**src/design/lmd_pkg.sv**
```systemverilog
package lmd_pkg;

   localparam int GRID_NODES_DEF = 1024;
   localparam int FRAC_BITS_DEF  = 16;
   localparam int DENS_W = 48;
   localparam int SUM_W  = 64;
   localparam int WORD_W = 32;

   typedef enum logic [1:0] {
      KIND_CLEAR   = 2'd0,
      KIND_DEPOSIT = 2'd1,
      KIND_READ    = 2'd2,
      KIND_NONE    = 2'd3
   } kind_type;

   typedef enum logic [1:0] {
      CSR_ORIGIN  = 2'd0,
      CSR_INVSP   = 2'd1,
      CSR_NODES   = 2'd2,
      CSR_UNUSED  = 2'd3
   } csr_index_type;

   typedef enum logic [3:0] {
      ST_IDLE,
      ST_CLEAR,
      ST_MUL,
      ST_SPLIT,
      ST_WMUL,
      ST_SHARE,
      ST_VMUL,
      ST_RD,
      ST_ACC,
      ST_WR,
      ST_RREAD,
      ST_RWAIT,
      ST_DIV,
      ST_OUT
   } state_type;

   // One node's accumulators as stored in memory.
   typedef struct packed {
      logic [DENS_W-1:0] dens;
      logic [SUM_W-1:0]  vx;
      logic [SUM_W-1:0]  vy;
      logic [SUM_W-1:0]  vz;
   } node_type;

   // Divider handshake: the start it was given, and its busy and done status.
   typedef struct packed {
      logic start;
      logic busy;
      logic done;
   } div_ctl_type;

   function automatic logic [SUM_W-1:0] sat_add64(input logic [SUM_W-1:0] a,
                                                  input logic [SUM_W-1:0] b);
      logic [SUM_W-1:0] s;
      s = a + b;
      if (!a[SUM_W-1] && !b[SUM_W-1] && s[SUM_W-1])
         return {1'b0, {(SUM_W-1){1'b1}}};
      if (a[SUM_W-1] && b[SUM_W-1] && !s[SUM_W-1])
         return {1'b1, {(SUM_W-1){1'b0}}};
      return s;
   endfunction

endpackage

```
**src/design/lmd_divider.sv**
```systemverilog
module lmd_divider
   import lmd_pkg::*;
(
   input  logic                clock,
   input  logic                reset,
   input  logic                start,
   input  logic [SUM_W-1:0]    sum,
   input  logic [DENS_W-1:0]   den,
   output div_ctl_type         ctl,
   output logic [WORD_W-1:0]   mean
);
   // Restoring division, one quotient bit per cycle, on the sum magnitude.
   localparam int CW = $clog2(SUM_W + 1);

   logic [SUM_W-1:0]  quo_ff, quo_in;
   logic [DENS_W:0]   rem_ff, rem_in;
   logic [DENS_W-1:0] den_ff, den_in;
   logic              neg_ff, neg_in;
   logic [CW-1:0]     cnt_ff, cnt_in;
   logic              busy_ff, busy_in, done_ff, done_in;
   logic [SUM_W-1:0]  mag;
   logic [DENS_W:0]   trial;

   always_comb begin
      mag = sum[SUM_W-1] ? (~sum + 1'b1) : sum;
      quo_in = quo_ff;
      rem_in = rem_ff;
      den_in = den_ff;
      neg_in = neg_ff;
      cnt_in = cnt_ff;
      busy_in = busy_ff;
      done_in = 1'b0;
      trial = {rem_ff[DENS_W-1:0], quo_ff[SUM_W-1]};
      if (start) begin
         quo_in = mag;
         rem_in = '0;
         den_in = den;
         neg_in = sum[SUM_W-1];
         cnt_in = CW'(SUM_W);
         busy_in = 1'b1;
      end else if (busy_ff) begin
         if (trial >= {1'b0, den_ff}) begin
            rem_in = trial - {1'b0, den_ff};
            quo_in = {quo_ff[SUM_W-2:0], 1'b1};
         end else begin
            rem_in = trial;
            quo_in = {quo_ff[SUM_W-2:0], 1'b0};
         end
         cnt_in = cnt_ff - 1'b1;
         if (cnt_ff == CW'(1)) begin
            busy_in = 1'b0;
            done_in = 1'b1;
         end
      end
   end

   always_ff @(posedge clock) begin
      if (reset) begin
         busy_ff <= 1'b0;
         done_ff <= 1'b0;
         cnt_ff <= '0;
      end else begin
         busy_ff <= busy_in;
         done_ff <= done_in;
         cnt_ff <= cnt_in;
      end
      quo_ff <= quo_in;
      rem_ff <= rem_in;
      den_ff <= den_in;
      neg_ff <= neg_in;
   end

   always_comb begin
      if (neg_ff) begin
         if (quo_ff > 64'h8000_0000) mean = 32'h8000_0000;
         else mean = WORD_W'(~quo_ff + 1'b1);
      end else begin
         if (quo_ff > 64'h7FFF_FFFF) mean = 32'h7FFF_FFFF;
         else mean = quo_ff[WORD_W-1:0];
      end
   end

   assign ctl.start = start;
   assign ctl.busy = busy_ff;
   assign ctl.done = done_ff;
endmodule

```
**config.mk**
```make
export PLATFORM = sky130hd
export DESIGN_NAME = lmd_divider
export DESIGN_NICKNAME = d
export VERILOG_FILES = /design/src/design/lmd_pkg.sv /design/src/design/lmd_divider.sv
export SDC_FILE = /design/constraint.sdc
export NUM_CORES = 1
export LEC_CHECK = 0
export BUFFER_PORTS_ARGS = -buffer_cell sky130_fd_sc_hd__buf_2
export CAP_MARGIN = 30
export CORE_MARGIN = 8
export CORE_UTILIZATION = 27
export CTS_CLUSTER_SIZE = 20
export DETAILED_ROUTE_END_ITERATION = 8
export PLACE_DENSITY = 0.49
export SYNTH_ARGS = -nofsm -noshare
export SYNTH_HDL_FRONTEND = slang
export SYNTH_SLANG_ARGS = --single-unit
```
**constraint.sdc**
```tcl
create_clock -name clock -period 4.4 [get_ports clock]
set_clock_uncertainty 0.15 [all_clocks]
set_input_delay 0.88 -clock clock [delete_from_list [all_inputs] [get_ports clock]]
set_output_delay 0.88 -clock clock [all_outputs]
set_load 0.05 [all_outputs]
```
==> summary.md <==
| Metric | Value |
|---|---|
| Yosys warning count | `0` |
| Power, Total | `around 0.0050 W` |
| Total global routing overflow | `0` |
| DR vias | `about 11000` |
| Largest net degree at the start of global routing | `75` |
| Layout cells sized above 1 | `0.210` |
| Max stage delay on crit path | `about 570 ps` |
| Area Overhead vs Synth | `26.2%` |
| GP Congestion | `between 0.8 and 0.9` |
| Main combinational cell family by area after synthesis | `compound AO/OA/AOI/OAI gates` |
| Max Root-Sink Buffers | `2` |
| Critical path cell sequence | `or4_4, nor4_4, nand4bb_1, or3_4, or3_4, nor2_4, buf_6, nand2_2, a21o_1, a21oi_2, buf_6` |
| Worst skew pair latency | `between 400 and 500 ps` |
| Yosys reg bits | `170` |
| Die Y | `approximately 230 um` |
| Slew Viols, Final | `0` |
| Vias in the first global route | `10700` |
| Mean Syn Cell Area | `roughly 8.5 sq um` |
| Initial antenna violation count | `3` |
| HP Start | `rem_ff[34]` |
| PortBufs | `approximately 150` |
| CTS Buf Count | `17` |
| Worst Setup Start Kind | `register` |
| Post-route ant nets | `0` |
| Final period utilization | `0.996` |
| IO Pins | `150` |
| CP Launch Point | `quo_ff[9]` |
| Synth Area in XOR/XNOR | `0.0786` |
| DRT Pass-1 Iters | `5` |
| Via density per instance | `between 5 and 6` |
| Initial DRC Count | `between 800 and 900` |
| MaxCap Viol Count | `0` |
| DR DRC count | `0` |
| Worst Setup End Kind | `output pin` |
| Pre-CTS setup slack | `-68.4 ps` |
| Hold crit path type | `register to register` |
| Arrival @ worst endpoint | `between 3000 and 4000 ps` |
| Slew @ Worst Pin | `between 700 and 800 ps` |
| Pwr dens | `330 mW/mm^2` |
| RSZ-0062 raised after global routing | `yes` |
| Starting Density | `0.271` |
| Final hold vios | `0` |
| Status | `finished clean` |
| Slew margin rel. | `0.472` |
| Commonest non-fill, non-tap cells in the layout | `nor2_1, nand2_1, a21oi_1` |
| Post-Route WL | `around 37000 um` |
| Crit-path max FO | `7` |
| Maximum clock frequency | `228 MHz` |
| Clk sinks | `170` |
| Post-synth EDFFs | `113` |
| Avg WL per Cell | `16.9 um` |
| Hold Slack | `around 340 ps` |
| Post-synth ARST share | `0` |
| Total Nets Final | `around 1700` |
| Simple-Gate Fraction of Synth Area | `0.205` |
| Final number of setup-violating endpoints | `0` |
| CTS tree | `yes` |
| Top_reg_cell synth | `edfxtp_1` |
| Worst path required time | `~3400 ps` |
| First-pass GRT wire length | `a little under 60000 um` |
| Worst path slowest cell | `or4_4` |
| Synth Area in Compound Gates | `0.218` |
| Synthesized area | `between 0.01 and 0.015 sq mm` |
| Mux share of post-synthesis cell area | `0.00923` |
| PnR worst setup slack | `around 18 ps` |
| Synth cell types | `77` |
| CTS root buf | `clkbuf_16` |
| Number of core rows | `77` |
| Clock transition at path regs | `approximately 70 ps` |
| Adder-cell share of the synthesized area | `0.0562` |
| R2r startpoint | `den_ff[34]` |
| Gr usage total | `0.143` |
| Post-CTS Hold Fix Bufs | `0` |
| Post-Synthesis Cells | `1410` |
| Core box area | `roughly 0.044 sq mm` |
| Commonest non-fill, non-tap cell in the layout | `nor2_1` |
| Synth Net Count | `1578` |
| HPWL Detailed | `approximately 27000 um` |
| Pleak | `between 5 and 6 nW` |
| Full die area | `just over 0.05 sq mm` |
| Peak VDD IR | `0.000299 V` |
| Register area share after synthesis | `0.380` |
| H-tree depth | `4` |
| Crit Path Class | `register to output pin` |
| Period minus WS final | `about 4400 ps` |
| DIE WIDTH | `approximately 230 um` |
-- power by group --
group          switching, W  internal, W  total (W)  leakage, nW
combinational      0.000829     0.000528    0.00136         4.05
sequential         0.000126      0.00187    0.00200         1.57
clock              0.000712     0.000904    0.00162        0.294
total               0.00167      0.00331    0.00497         5.92
-- through the flow --
stage | instance area, sq um | setup TNS [ps] | cells | util
final | 15100 | 0 | 2184 | 0.343
after global routing | 15000 | -2600 | 2183 | 0.343
after CTS | 14900 | -2310 | 2174 | 0.340
after detailed placement | 13700 | -169 | 2129 | 0.312
after global placement | 13700 | -58.0 | 2127 | 0.311
after floorplan | 12100 | -2070 | 1410 | -
-- critical path: cells and delay by family, from the launching register on --
kind / cells / cell delay [ps]
flip-flops: 1 / 380
AND/OR/NAND/NOR: 7 / 1880
AO/OA/AOI/OAI: 2 / 330
buffers and inverters: 2 / 310
-- state kept, by name, indices dropped and copies added, names as in the netlist --
signal   flops
done_ff      1
quo_ff      64
cnt_ff       7
den_ff      48
neg_ff       1
busy_ff      1
rem_ff      48
-- final timing paths --
check / to / slack, ps / cells past startpoint
worst min-delay path: rem_ff[34] / 340 / 2
worst max register to register: rem_ff[18] / 450 / 13
worst max-delay path: mean[25] / 20 / 11
worst min register to register: rem_ff[34] / 340 / 2
-- what timing repair did --
action,in CTS,in global routing
cloned,4,0
pin swaps,15,15
resized for setup,107,19
endpoints found under the hold margin,0,0
setup endpoints to repair,32,31
setup buffers,9,8
-- kinds of logic (layout without fill, tap and decap cells) --
| family | Yosys count | in the layout |
|---|---|---|
| xor gates and xnor gates | 107 | 107 |
| AOI/OAI and AO/OA | 403 | 403 |
| muxes | 11 | 11 |
| buffers and inverters | 154 | 333 |
| and+or+nand+nor | 512 | 512 |
| adders and majority gates | 53 | 53 |
| other | 0 | 3 |
| DFF | 170 | 170 |
-- per-layer routing --
metal	track usage	wire length [um]
met3	0.0253	1790
met1	0.191	17100
met5	0	0
met2	0.227	16900
met4	0.0560	961
-- final cells by class --
class,count,area [sq um]
clock buffers,17,425
diodes,3,7.51
well taps,592,741
inverters,83,312
clock inverters,15,184
flip-flops and latches,170,4540
multi-input cells,1086,7280
repair buffers,218,1570
fillers,4616,28900
-- synth_stat cells, types with 4 or more instances --
library cell	count	area share
nor2_1	167	0.053
nand2_1	161	0.051
a21oi_1	124	0.052
edfxtp_1	113	0.28
o21ai_0	88	0.037
inv_1	83	0.026
xor2_1	83	0.061
dfxtp_1	57	0.096
clkbuf_1	56	0.018
ha_1	52	0.055
nor3_1	30	0.013
a311oi_1	28	0.021
xnor2_1	24	0.018
or3_1	21	0.011
a21o_1	19	0.012
nand3_1	19	0.0080
o311ai_0	18	0.013
nor4_1	15	0.0079
o31ai_1	15	0.0094
nand2b_1	14	0.0073
nand4_1	14	0.0073
a211oi_1	13	0.0082
a31oi_1	13	0.0068
o41ai_1	13	0.0095
or2_2	12	0.0063
mux2i_1	11	0.0092
o21bai_1	11	0.0069
or4_1	10	0.0063
o211ai_1	8	0.0050
o21a_1	8	0.0050
nor3b_1	7	0.0044
nor2b_1	6	0.0031
and3_1	5	0.0026
and4_1	5	0.0037
a2111oi_0	4	0.0029
a32oi_1	4	0.0029
buf_1	4	0.0013
buf_4	4	0.0025
o211a_1	4	0.0034
No activity file was read; power rests on OpenSTA's default activity.
